==> config.mk <==
export PLATFORM = sky130hd
export DESIGN_NAME = spcsf_ctrl
export DESIGN_NICKNAME = d
export VERILOG_FILES = /design/src/design/spcsf_pkg.sv /design/src/design/spcsf_ctrl.sv
export SDC_FILE = /design/constraint.sdc
export NUM_CORES = 1
export LEC_CHECK = 0
export ABC_CLOCK_PERIOD_IN_PS = 7800
export CAP_MARGIN = 40
export CORE_ASPECT_RATIO = 1.1
export CORE_UTILIZATION = 55
export CTS_BUF_LIST = sky130_fd_sc_hd__clkbuf_8
export CTS_CLUSTER_DIAMETER = 100
export DETAILED_ROUTE_END_ITERATION = 8
export DONT_BUFFER_PORTS = 1
export PLACE_DENSITY = 0.67
export SLEW_MARGIN = 15
export SYNTH_ARGS = -nofsm -noshare
export SYNTH_HDL_FRONTEND = slang
export SYNTH_SLANG_ARGS = --single-unit
==> constraint.sdc <==
create_clock -name clk -period 7.8 [get_ports clk]
set_input_delay 1.56 -clock clk [delete_from_list [all_inputs] [get_ports clk]]
set_output_delay 1.56 -clock clk [all_outputs]
set_load 0.01 [all_outputs]
==> src/design/spcsf_pkg.sv <==
// Shared types, codes and constants of the sphere packing cell solid fraction block.
// Used by the controller, the datapath and the top level.
`default_nettype none

package spcsf_pkg;

  localparam int MAX_SPHERES   = 1024;
  localparam int MAX_DIVISIONS = 16;
  localparam int ADDR_W        = $clog2(MAX_SPHERES);
  localparam int CNT_W         = $clog2(MAX_SPHERES + 1);
  localparam int DIV_W         = 5;
  localparam int IDX_W         = 4;
  localparam int COORD_W       = 31;
  localparam int DIFF_W        = 32;
  localparam int RS_W          = 28;
  localparam int SQ_W          = 2 * RS_W;
  localparam int CNT13_W       = 13;
  localparam int TOP_W         = 26;
  localparam int CFG_IDX_W     = 3;
  localparam int CFG_DATA_W    = 24;

  localparam logic signed [TOP_W-1:0] TOP_RESET = {1'b1, {(TOP_W-1){1'b0}}};

  // Cube of the division count, 0..16.
  localparam logic [CNT13_W-1:0] CUBE_TBL [0:16] = '{
    13'd0, 13'd1, 13'd8, 13'd27, 13'd64, 13'd125, 13'd216, 13'd343, 13'd512,
    13'd729, 13'd1000, 13'd1331, 13'd1728, 13'd2197, 13'd2744, 13'd3375, 13'd4096
  };

  typedef enum logic [1:0] {
    REQ_CLEAR = 2'd0,
    REQ_LOAD  = 2'd1,
    REQ_EVAL  = 2'd2,
    REQ_NONE  = 2'd3
  } req_t;

  typedef enum logic [1:0] {
    ST_OK   = 2'd0,
    ST_DROP = 2'd1,
    ST_CELL = 2'd2
  } res_status_t;

  typedef enum logic [CFG_IDX_W-1:0] {
    CFG_SUB_DIV = 3'd0,
    CFG_SIZE_X  = 3'd1,
    CFG_SIZE_Y  = 3'd2,
    CFG_SIZE_Z  = 3'd3,
    CFG_BED_EN  = 3'd4,
    CFG_BED_TOP = 3'd5
  } cfg_idx_t;

  typedef enum logic [1:0] {
    S_IDLE  = 2'd0,
    S_SWEEP = 2'd1,
    S_DRAIN = 2'd2,
    S_POST  = 2'd3
  } state_t;

  typedef struct packed {
    logic signed [23:0] cx;
    logic signed [23:0] cy;
    logic signed [23:0] cz;
    logic [22:0]        r;
  } sphere_t;

  typedef struct packed {
    logic              do_clear;
    logic              do_load;
    logic              do_eval;
    logic              issue;
    logic              last_sph;
    logic [ADDR_W-1:0] rd_addr;
    logic              wrap_k;
    logic              wrap_j;
    logic              out_load;
  } cmd_t;

  typedef struct packed {
    logic             full;
    logic [CNT_W-1:0] count;
    logic             sweep_go;
    logic [IDX_W-1:0] div_m1;
    logic             pipe_empty;
  } sts_t;

endpackage

`default_nettype wire

==> src/design/spcsf_ctrl.sv <==
// Controller: request decode, sub-cell and sphere sweep counters, result handoff.
// Depends on spcsf_pkg.
`default_nettype none

module spcsf_ctrl import spcsf_pkg::*; (
  input  wire logic       clk,
  input  wire logic       rst_n,
  input  wire logic       in_valid,
  output logic            in_stall,
  input  wire logic [1:0] req_type,
  output logic            out_valid,
  input  wire logic       out_stall,
  input  wire sts_t       sts,
  output cmd_t            cmd
);

  state_t            state_r, state_nxt;
  logic [ADDR_W-1:0] s_r, s_nxt;
  logic [IDX_W-1:0]  k_r, k_nxt, j_r, j_nxt, i_r, i_nxt;
  logic              out_valid_r, out_valid_nxt;
  logic              accept, last_s, wrap_k, wrap_j, final_t, slot_free;
  req_t              req;

  assign req       = req_t'(req_type);
  assign in_stall  = (state_r != S_IDLE);
  assign accept    = in_valid && !in_stall;
  assign last_s    = ({1'b0, s_r} + CNT_W'(1)) == sts.count;
  assign wrap_k    = (k_r == sts.div_m1);
  assign wrap_j    = wrap_k && (j_r == sts.div_m1);
  assign final_t   = last_s && wrap_j && (i_r == sts.div_m1);
  assign slot_free = !out_valid_r || !out_stall;
  assign out_valid = out_valid_r;

  always_comb begin
    state_nxt = state_r;
    case (state_r)
      S_IDLE: begin
        if (accept) begin
          case (req)
            REQ_CLEAR, REQ_LOAD: state_nxt = S_POST;
            REQ_EVAL:            state_nxt = sts.sweep_go ? S_SWEEP : S_POST;
            default:             state_nxt = S_IDLE;
          endcase
        end
      end
      S_SWEEP: if (final_t) state_nxt = S_DRAIN;
      S_DRAIN: if (sts.pipe_empty) state_nxt = S_POST;
      S_POST:  if (slot_free) state_nxt = S_IDLE;
      default: state_nxt = S_IDLE;
    endcase
  end

  always_comb begin
    cmd          = '0;
    cmd.rd_addr  = s_r;
    cmd.last_sph = last_s;
    cmd.wrap_k   = wrap_k;
    cmd.wrap_j   = wrap_j;
    case (state_r)
      S_IDLE: begin
        cmd.do_clear = accept && (req == REQ_CLEAR);
        cmd.do_load  = accept && (req == REQ_LOAD);
        cmd.do_eval  = accept && (req == REQ_EVAL);
      end
      S_SWEEP: cmd.issue    = 1'b1;
      S_POST:  cmd.out_load = slot_free;
      default: ;
    endcase
  end

  always_comb begin
    s_nxt = s_r;
    k_nxt = k_r;
    j_nxt = j_r;
    i_nxt = i_r;
    if (cmd.do_eval) begin
      s_nxt = '0;
      k_nxt = '0;
      j_nxt = '0;
      i_nxt = '0;
    end else if (cmd.issue) begin
      if (last_s) begin
        s_nxt = '0;
        if (wrap_k) begin
          k_nxt = '0;
          if (wrap_j) begin
            j_nxt = '0;
            i_nxt = i_r + IDX_W'(1);
          end else begin
            j_nxt = j_r + IDX_W'(1);
          end
        end else begin
          k_nxt = k_r + IDX_W'(1);
        end
      end else begin
        s_nxt = s_r + ADDR_W'(1);
      end
    end
    out_valid_nxt = cmd.out_load ? 1'b1 : (out_valid_r && out_stall);
  end

  always_ff @(posedge clk) begin
    if (!rst_n) begin
      state_r     <= S_IDLE;
      out_valid_r <= 1'b0;
      s_r         <= '0;
      k_r         <= '0;
      j_r         <= '0;
      i_r         <= '0;
    end else begin
      state_r     <= state_nxt;
      out_valid_r <= out_valid_nxt;
      s_r         <= s_nxt;
      k_r         <= k_nxt;
      j_r         <= j_nxt;
      i_r         <= i_nxt;
    end
  end

endmodule

`default_nettype wire

==> results of run 1 <==
-- cell type report --
type,count,area share (%)
clock buffer,3,2.04
clock inverter,1,0.248
inverter,9,1.67
multi-input combinational,191,67.9
sequential,25,24.8
tap,48,2.97
timing repair buffer,1,0.371
-- worst reg2reg max path, cell delays in order, from the launching register on --
cell,delay [ns]
dfxtp_1,0.58
ha_1,0.54
nand3_1,0.22
xnor2_1,0.24
nand3_1,0.14
nor4_2,0.43
nand4_2,0.40
or4_1,0.59
a21oi_1,0.14
-- power by group through the flow --
stage | sequential (mW) | combinational [mW] | clock (mW)
floorplan | 0.146 | 0.0756 | 0
global placement | 0.148 | 0.0872 | 0
detailed placement | 0.149 | 0.0903 | 0
CTS | 0.146 | 0.0907 | 0.0800
global route | 0.147 | 0.102 | 0.0858
finish | 0.146 | 0.0906 | 0.0787
-- metal layers --
metal | vias to the layer above | global-route usage (%) | wire (um)
met5 | - | 0 | 0
met4 | 0 | 5.36 | 17
met3 | 2 | 3.59 | 135
met2 | 34 | 44.9 | 2300
met1 | 840 | 31.5 | 2070
li1 | 870 | - | -
-- registers in the layout (all words and copies together) (netlist names) --
register   flops
s_r           10
i_r            4
j_r            4
k_r            4
state_r        2
out_valid      1
-- through the flow --
step	hold slack, ns	setup WS [ns]
2_1_floorplan	0.469	3.26
3_3_place_gp	0.481	3.09
3_5_place_dp	0.490	3.03
4_1_cts	0.505	3.03
5_1_grt	0.530	2.92
6_report	0.509	3.00
-- kinds of logic after synthesis --
kind of cell / share of synthesized area (%)
mux: 2.52
flops: 25.2
buf+inv: 5.98
fa+ha+maj: 5.04
compound gates: 21.4
xor+xnor: 11.9
simple gates: 28.0
-- cells in the final DEF (no fill, tap or decap), types with 3 or more instances in the layout --
cell | netlist | layout
and3_1 | 3 | 3
mux2i_1 | 5 | 5
o21ai_0 | 8 | 8
inv_1 | 9 | 9
xnor2_1 | 9 | 9
a211oi_1 | 3 | 3
nor4_1 | 5 | 4
nand2_1 | 19 | 19
or4_1 | 6 | 6
ha_1 | 8 | 8
xor2_1 | 18 | 18
o211ai_1 | 3 | 3
nor2_1 | 9 | 9
nand3_1 | 15 | 15
nor3_1 | 4 | 4
a31o_2 | 6 | 6
a21oi_1 | 15 | 15
dfxtp_1 | 25 | 25
or3_1 | 5 | 5
a31oi_1 | 5 | 5
clkbuf_8 | 0 | 3
-- worst max-delay path by stage --
stage / start / to / slack (ns)
floorplan: sts[9] / cmd[13] / 3.26
global placement: sts[9] / cmd[13] / 3.09
detailed placement: sts[9] / cmd[13] / 3.03
CTS: sts[9] / cmd[13] / 3.03
global route: sts[13] / cmd[13] / 2.92
finish: sts[9] / cmd[13] / 3.00
==> reports/results.txt, run 1 <==
Switching power share of the total -> 35.9%
Most common cell in the netlist -> dfxtp_1
Tcrit/Tclk final -> 61.5%
Worst reg-to-reg path cell count -> 8
Yosys top cell area share -> 25.2%
PD cells -> 156 mW/mm^2
# IOs -> 44
Critical path launch point type -> input pin
Max-Cap Viols -> 0
Crit-path slowest cell -> or4_4
Post-Route WL -> 4520 um
Post-synth top area cell -> dfxtp_1
CTS Sinks -> 25
Vias in the first global route -> 1,711
Slew HR -> 53.5%
RSZ-0062 raised after global routing -> no
Critical path arrival -> 3.24 ns
Status -> finished, final reports clean
Yosys warns -> 0
Multi-input logic area -> 0.00137 mm^2
Hold Fails Final Rpt -> 0
Count of buffers from port buffering -> 0
First-pass GRT wire length -> 7620 um
Detail Route Antenna Nets -> 0
Hold EP -> k_r[3]$_SDFFE_PP0P_
Net count after synthesis -> 273
Buf/Inv on CP -> 0
Mean Syn Cell Area -> 8.24 um^2
Number of buffers added for setup after CTS -> 0
Clock root buffer -> clkbuf_8
Delay-heaviest family, CP -> simple AND/OR/NAND/NOR gates
Slew at the pin with the worst max-slew slack -> 0.695 ns
Clock power frac -> 25.0%
Worst setup EP type -> output pin
Fin area -> 0.00202 mm^2
Hold_sp -> k_r[3]$_SDFFE_PP0P_
Clk slew on worst S/H paths -> 0.09 ns
CTS resizes -> 0
Leak -> 0.714 nW
H-tree depth -> 1
Post-placement cell count -> 274
Worst Clk Skew -> 0.00339 ns
Rows -> 22
Netlist cell types -> 60
DP HPWL -> 3400 um
Drt first pass iters -> 5
Final count of pins violating max slew -> 0
Final setup fails -> 0
Reg-to-reg setup timing slack -> 4.44 ns
Asr flop ratio synth -> 0%
Initial antenna violation count -> 0
Setup TNS -> 0 ns
Worst EP required -> 6.24 ns
CP Cell Sequence -> xor2_1 > xnor2_1 > a31oi_1 > or4_4 > nor3_1
# nets final -> 263
Final worst path period need -> 4.80 ns
WS Path Type -> in -> out
CP Depth -> 5
All-Layer GR Usage -> 25.2%
GP Congestion -> 0.865
Fill cells -> 324
VDD IR max -> 0.0000865 V
Vias per inst -> 6.28
Final core utilization -> 59.7%
Die area -> 0.00386 mm^2
Worst-skew pair later-pin latency -> 0.27 ns
Num CTS Buffers -> 3
EDFF count, synth -> 0
Seq pwr share -> 46.3%
R2r endpoint -> k_r[3]$_SDFFE_PP0P_
Global route overflow -> 0
DRC Markers -> 0
Reg2Reg Launch Point -> s_r[0]$_SDFFE_PP0P_
Core Footprint -> 0.00339 mm^2
Cell Area, Placed -> 0.00198 mm^2
CP max stage delay -> 0.60 ns
Vias post-DR -> 1,746
Post-synthesis cell count -> 241
CTS tree -> built
Register area -> 500 um^2
Commonest cells post-synth -> 25 x dfxtp_1, 19 x nand2_1, 18 x xor2_1
WL/cell -> 16.3 um
Layout area overhead -> 1.76%
Pwr Total -> 0.315 mW
Die width -> 59.3 um
Ant. Diodes -> 0
Clock tree buffer depth -> 2
Max Clk Rate -> 208 MHz
Tightest Hold Check Type -> reg -> reg
Total internal power -> 0.202 mW
Vert. Die Dim -> 65.0 um
Share of post-route cells with drive strength above 1 -> 9.57%
CTS hold repair buffers -> 0
Initial DRC Count -> 109
Synth Register Bits -> 25
Pin count of the biggest net entering global routing -> 21
Top cells by area, synth -> dfxtp_1 25%, xor2_1 7.9%, ha_1 5.0%
Fin cells -> 278
Worst hold stages -> 2
Starting Density -> 58.7%
Top_reg_cell synth -> dfxtp_1
Gate power share -> 28.7%
Crit path max fanout -> 4
Seq/Total Area, Yosys -> 25.2%
P_sw -> 0.113 mW
Mapped Area -> 0.00199 mm^2
(Power assumes the default switching activity.)
==> run 2: changes to the inputs <==
--- a/config.mk
+++ b/config.mk
@@ -5,7 +5,7 @@
 export SDC_FILE = /design/constraint.sdc
 export NUM_CORES = 1
 export LEC_CHECK = 0
-export ABC_CLOCK_PERIOD_IN_PS = 7800
+export ABC_CLOCK_PERIOD_IN_PS = 4800
 export CAP_MARGIN = 40
 export CORE_ASPECT_RATIO = 1.1
 export CORE_UTILIZATION = 55
==> constraint.sdc (replaced) <==
create_clock -name clk -period 4.8 [get_ports clk]
set_input_delay 0.96 -clock clk [delete_from_list [all_inputs] [get_ports clk]]
set_output_delay 0.96 -clock clk [all_outputs]
set_load 0.01 [all_outputs]
==> run 2 against run 1 <==
Compared with the run above:
- via count up 2.1%
- worst setup slack worse by 2.1 ns
- global-route usage up 1.2 points
- clock power up 61%
- non-clock buffer count unchanged
- sequential power up 62%
- sequential share of layout area about the same
- total power up 62%
- routed wire length up 2.8%
- critical path type is now reg -> out
- critical endpoint unchanged
==> reports/results.txt, run 2 (synthesized netlist as in run 1, its figures left out) <==
VDD IR max -> 0.000189 V
Final setup fails -> 0
Worst-skew pair later-pin latency -> 0.27 ns
Delay-heaviest family, CP -> simple AND/OR/NAND/NOR gates
WS Path Type -> reg -> out
Switching power share of the total -> 35.8%
Vias post-DR -> 1,783
Fill cells -> 324
Die area -> 0.00386 mm^2
Clock power frac -> 24.8%
Initial antenna violation count -> 0
Clk slew on worst S/H paths -> 0.09 ns
Worst EP required -> 3.84 ns
Final worst path period need -> 3.93 ns
Clock tree buffer depth -> 2
Status -> finished, final reports clean
RSZ-0062 raised after global routing -> no
DRC Markers -> 0
H-tree depth -> 1
Most frequent CP cell -> nand3_1
GP Congestion -> 0.867
CTS Sinks -> 25
Worst setup EP type -> output pin
Multi-input logic area -> 0.00137 mm^2
DP HPWL -> 3500 um
CP Cell Sequence -> ha_1 > nand3_1 > xnor2_1 > nand3_1 > or4_4 > nor3_1
Core Footprint -> 0.00339 mm^2
Vias per inst -> 6.41
Top reg by flops -> s_r
Reg-to-reg setup timing slack -> 1.48 ns
First-pass GRT wire length -> 7900 um
Vias in the first global route -> 1,736
Max reg flops -> 10
Die width -> 59.3 um
Hold Fails Final Rpt -> 0
Register area -> 500 um^2
CP max stage delay -> 0.55 ns
Rows -> 22
Max Clk Rate -> 254 MHz
Share of post-route cells with drive strength above 1 -> 9.13%
Leak -> 0.715 nW
Commonest non-fill, non-tap cell in the layout -> dfxtp_1
# nets final -> 263
Ant. Diodes -> 0
Pwr Total -> 0.511 mW
Initial DRC Count -> 145
Num CTS Buffers -> 3
CTS resizes -> 0
Pin count of the biggest net entering global routing -> 21
Gate power share -> 29.0%
CTS tree -> built
Worst Clk Skew -> 0.00639 ns
Number of buffers added for setup after CTS -> 0
WL/cell -> 16.7 um
All-Layer GR Usage -> 26.4%
Seq pwr share -> 46.3%
Post-Route WL -> 4650 um
PD cells -> 253 mW/mm^2
Vert. Die Dim -> 65.0 um
Layout area overhead -> 1.70%
Buf/Inv on CP -> 0
Slew at the pin with the worst max-slew slack -> 0.735 ns
Starting Density -> 58.7%
Final count of pins violating max slew -> 0
Critical path arrival -> 2.97 ns
Crit path max fanout -> 10
Crit-path slowest cell -> dfxtp_1
P_sw -> 0.183 mW
Commonest cells after routing, fill and taps aside -> 25 x dfxtp_1, 19 x nand2_1, 18 x xor2_1, 15 x nand3_1, 15 x a21oi_1
Cell Area, Placed -> 0.00198 mm^2
Total internal power -> 0.328 mW
Count of buffers from port buffering -> 0
# IOs -> 44
CTS hold repair buffers -> 0
Slew HR -> 50.9%
Tcrit/Tclk final -> 81.9%
Setup TNS -> 0 ns
Clock root buffer -> clkbuf_8
Global route overflow -> 0
Fin area -> 0.00202 mm^2
Drt first pass iters -> 4
Max-Cap Viols -> 0
Critical path launch point type -> flip-flop
Detail Route Antenna Nets -> 0
Tightest Hold Check Type -> reg -> reg
-- run 2: cell types whose count changed in the layout (fill, tap and decap cells not counted) --
| cell | previous run | this run |
|---|---|---|
| inv_1 | 9 | 10 |
| clkinv_2 | 1 | 0 |
-- run 2: worst paths after layout --
check,endpoint,depth (start not counted),from
worst max register to register,k_r[2]$_SDFFE_PP0P_,8,s_r[0]$_SDFFE_PP0P_
worst min-delay path,k_r[1]$_SDFFE_PP0P_,2,k_r[1]$_SDFFE_PP0P_
worst max-delay path,cmd[13],6,s_r[0]$_SDFFE_PP0P_
worst min register to register,k_r[1]$_SDFFE_PP0P_,2,k_r[1]$_SDFFE_PP0P_
-- run 2: worst reg2reg max path, cell delays in order (launching register included) --
cell	delay (ns)
dfxtp_1	0.55
ha_1	0.53
nand3_1	0.20
xnor2_1	0.22
nand3_1	0.14
nor4_2	0.42
nand4_2	0.42
or4b_1	0.61
a21oi_1	0.15
-- run 2: layout make-up --
cell class	instances	share of cell area (%)
inverters	9	1.67
clock buffers	3	2.04
well taps	48	2.97
repair buffers	1	0.372
clock inverters	1	0.186
multi-input cells	191	68.0
flip-flops and latches	25	24.8
-- run 2: metal layers --
metal	GRT usage (%)	wire [um]	up-vias
li1	-	-	874
met1	33.8	2050	852
met2	44.2	2300	53
met3	5.19	267	4
met4	7.14	28	0
met5	0	0	-
-- run 2: power groups by stage --
stage          clock, mW  combinational (mW)  sequential, mW
2_1_floorplan          0               0.123           0.237
3_3_place_gp           0               0.142           0.241
3_5_place_dp           0               0.147           0.242
4_1_cts            0.128               0.148           0.237
5_1_grt            0.138               0.163           0.239
6_report           0.127               0.148           0.236
-- run 2: stage by stage --
| step | hold WS, ns | std cells | util (%) | worst slack (ns) |
|---|---|---|---|---|
| after detailed placement | 0.504 | 274 | 58.4 | 1.14 |
| after global routing | 0.548 | 278 | 59.7 | 0.548 |
| final | 0.513 | 278 | 59.7 | 0.869 |
| after CTS | 0.517 | 278 | 59.7 | 0.841 |
| after floorplan | 0.469 | 241 | - | 1.46 |
| after global placement | 0.481 | 274 | 58.4 | 1.21 |
==> run 3: changes to the inputs <==
--- a/config.mk
+++ b/config.mk
@@ -5,7 +5,7 @@
 export SDC_FILE = /design/constraint.sdc
 export NUM_CORES = 1
 export LEC_CHECK = 0
-export ABC_CLOCK_PERIOD_IN_PS = 4800
+export ABC_CLOCK_PERIOD_IN_PS = 3430
 export CAP_MARGIN = 40
 export CORE_ASPECT_RATIO = 1.1
 export CORE_UTILIZATION = 55
@@ -13,7 +13,7 @@
 export CTS_CLUSTER_DIAMETER = 100
 export DETAILED_ROUTE_END_ITERATION = 8
 export DONT_BUFFER_PORTS = 1
-export PLACE_DENSITY = 0.67
+export PLACE_DENSITY = 0.7
 export SLEW_MARGIN = 15
 export SYNTH_ARGS = -nofsm -noshare
 export SYNTH_HDL_FRONTEND = slang
==> constraint.sdc (replaced) <==
create_clock -name clk -period 3.43 [get_ports clk]
set_input_delay 0.686 -clock clk [delete_from_list [all_inputs] [get_ports clk]]
set_output_delay 0.686 -clock clk [all_outputs]
set_load 0.01 [all_outputs]
==> run 3 against run 2 <==
Compared with the run above:
- via count increased by 0.84%
- clock skew decreased by 0.0012 ns
- first-iteration DRC count is 39% lower
- clock power grew 48%
- register-to-register slack got worse by 1.0 ns
- die area did not move
- critical endpoint unchanged
==> reports/results.txt, run 3 (synthesized netlist as in run 1, its figures left out) <==
Cell Area, Placed -> 0.00199 mm^2
WS Path Type -> reg -> out
Rows -> 22
Num CTS Buffers -> 3
Most frequent CP cell -> nand3_1
Slew at the pin with the worst max-slew slack -> 0.714 ns
Clock tree buffer depth -> 2
# IOs -> 44
Pin count of the biggest net entering global routing -> 21
Max-Cap Viols -> 0
Worst EP required -> 2.74 ns
GP Congestion -> 0.885
WL/cell -> 16.2 um
Fin area -> 0.00205 mm^2
Drt first pass iters -> 4
Slew HR -> 52.3%
Count of buffers from port buffering -> 0
Clk slew on worst S/H paths -> 0.10 ns
Hold slack final -> 0.503 ns
Setup TNS -> 0 ns
Share of post-route cells with drive strength above 1 -> 10.8%
Post-Route WL -> 4550 um
Vias per inst -> 6.42
PD cells -> 359 mW/mm^2
Final worst path period need -> 3.26 ns
Tcrit/Tclk final -> 95.0%
Vias in the first global route -> 1,746
Vias post-DR -> 1,798
VDD IR max -> 0.000338 V
CP max stage delay -> 0.55 ns
Critical path arrival -> 2.57 ns
Leak -> 0.718 nW
Hold Fails Final Rpt -> 0
Vert. Die Dim -> 65.0 um
Commonest non-fill, non-tap cell in the layout -> dfxtp_1
Critical path launch point type -> flip-flop
CP Cell Sequence -> ha_4 > nand3_1 > xnor2_1 > nand3_1 > or4_4 > nor3_1 > buf_4
Layout area overhead -> 3.27%
Worst-skew pair later-pin latency -> 0.28 ns
Initial DRC Count -> 88
Status -> finished, final reports clean
H-tree depth -> 1
Max Clk Rate -> 307 MHz
Worst setup EP type -> output pin
Die width -> 59.3 um
Die area -> 0.00386 mm^2
Crit path max fanout -> 10
Crit-path slowest cell -> dfxtp_1
Final count of pins violating max slew -> 0
Top reg by flops -> s_r
DP HPWL -> 3400 um
Detail Route Antenna Nets -> 0
Core Footprint -> 0.00339 mm^2
DRC Markers -> 0
Final setup fails -> 0
Tightest Hold Check Type -> reg -> reg
Initial antenna violation count -> 0
CTS tree -> built
Number of buffers added for setup after CTS -> 0
Ant. Diodes -> 0
Clock root buffer -> clkbuf_8
RSZ-0062 raised after global routing -> no
All-Layer GR Usage -> 25.2%
Commonest cells after routing, fill and taps aside -> 25 x dfxtp_1, 19 x nand2_1, 18 x xor2_1, 15 x nand3_1, 15 x a21oi_1
Starting Density -> 58.7%
First-pass GRT wire length -> 7470 um
Max reg flops -> 10
Fill cells -> 317
CTS Sinks -> 25
# nets final -> 265
Worst Clk Skew -> 0.00514 ns
Global route overflow -> 0
-- run 3: cell types whose count changed in the layout (fill, tap and decap cells not counted), sizes merged --
cell / previous run / this run
clkinvlp: 0 / 1
inv: 10 / 9
buf: 1 / 3
-- run 3: worst paths after layout --
check                      start                   to  slack [ns]  cells past startpoint
min reg2reg  k_r[3]$_SDFFE_PP0P_  k_r[3]$_SDFFE_PP0P_        0.50                      2
max reg2reg  s_r[1]$_SDFFE_PP0P_  k_r[2]$_SDFFE_PP0P_        0.45                      8
min          k_r[3]$_SDFFE_PP0P_  k_r[3]$_SDFFE_PP0P_        0.50                      2
max          s_r[1]$_SDFFE_PP0P_              cmd[13]        0.17                      7
-- run 3: power by group --
group / internal (mW) / total [mW] / switching (mW) / leakage (nW)
Clock: 0.0827 / 0.188 / 0.106 / 0.0217
Sequential: 0.305 / 0.324 / 0.0188 / 0.202
Combinational: 0.0815 / 0.224 / 0.143 / 0.495
Total: 0.469 / 0.737 / 0.267 / 0.718
-- run 3: metal layers --
metal	vias to the layer above	global-route usage, %	routed length [um]
li1	881	-	-
met1	857	28.4	1960
met2	53	44.7	2260
met3	7	5.19	256
met4	0	11.0	72
met5	-	0	0
-- run 3: through the flow --
| step | std cells | setup slack (ns) | utilization [%] | power (mW) |
|---|---|---|---|---|
| finish | 280 | 0.171 | 60.6 | 0.737 |
| global route | 280 | 0.000382 | 60.6 | 0.783 |
| CTS | 280 | 0.0903 | 60.3 | 0.738 |
| detailed placement | 276 | 0.272 | 58.8 | 0.550 |
| global placement | 276 | 0.329 | 58.8 | 0.537 |
| floorplan | 241 | 0.560 | - | 0.503 |
-- run 3: layout make-up --
type,instances,area (um^2),area share [%]
sequential,25,500,24.4
tap,48,60.1,2.93
clock inverter,1,7.51,0.366
timing repair buffer,3,22.5,1.10
clock buffer,3,41.3,2.01
inverter,9,33.8,1.65
multi-input combinational,191,1390,67.6
-- run 3: what timing repair did --
action / 4_1_cts / 5_1_grt
endpoints found under the setup margin: 1 / 1
pin swaps: 0 / 0
hold endpoints to repair: 0 / 0
hold buffers: 0 / 0
gates resized for setup: 1 / 1
-- run 3: worst max-delay path, delay by kind of cell (launching register included) --
family | cells | cell delay, ns
flops | 1 | 0.55
simple gates | 4 | 1.06
buf+inv | 1 | 0.18
fa+ha+maj | 1 | 0.28
xor+xnor | 1 | 0.21
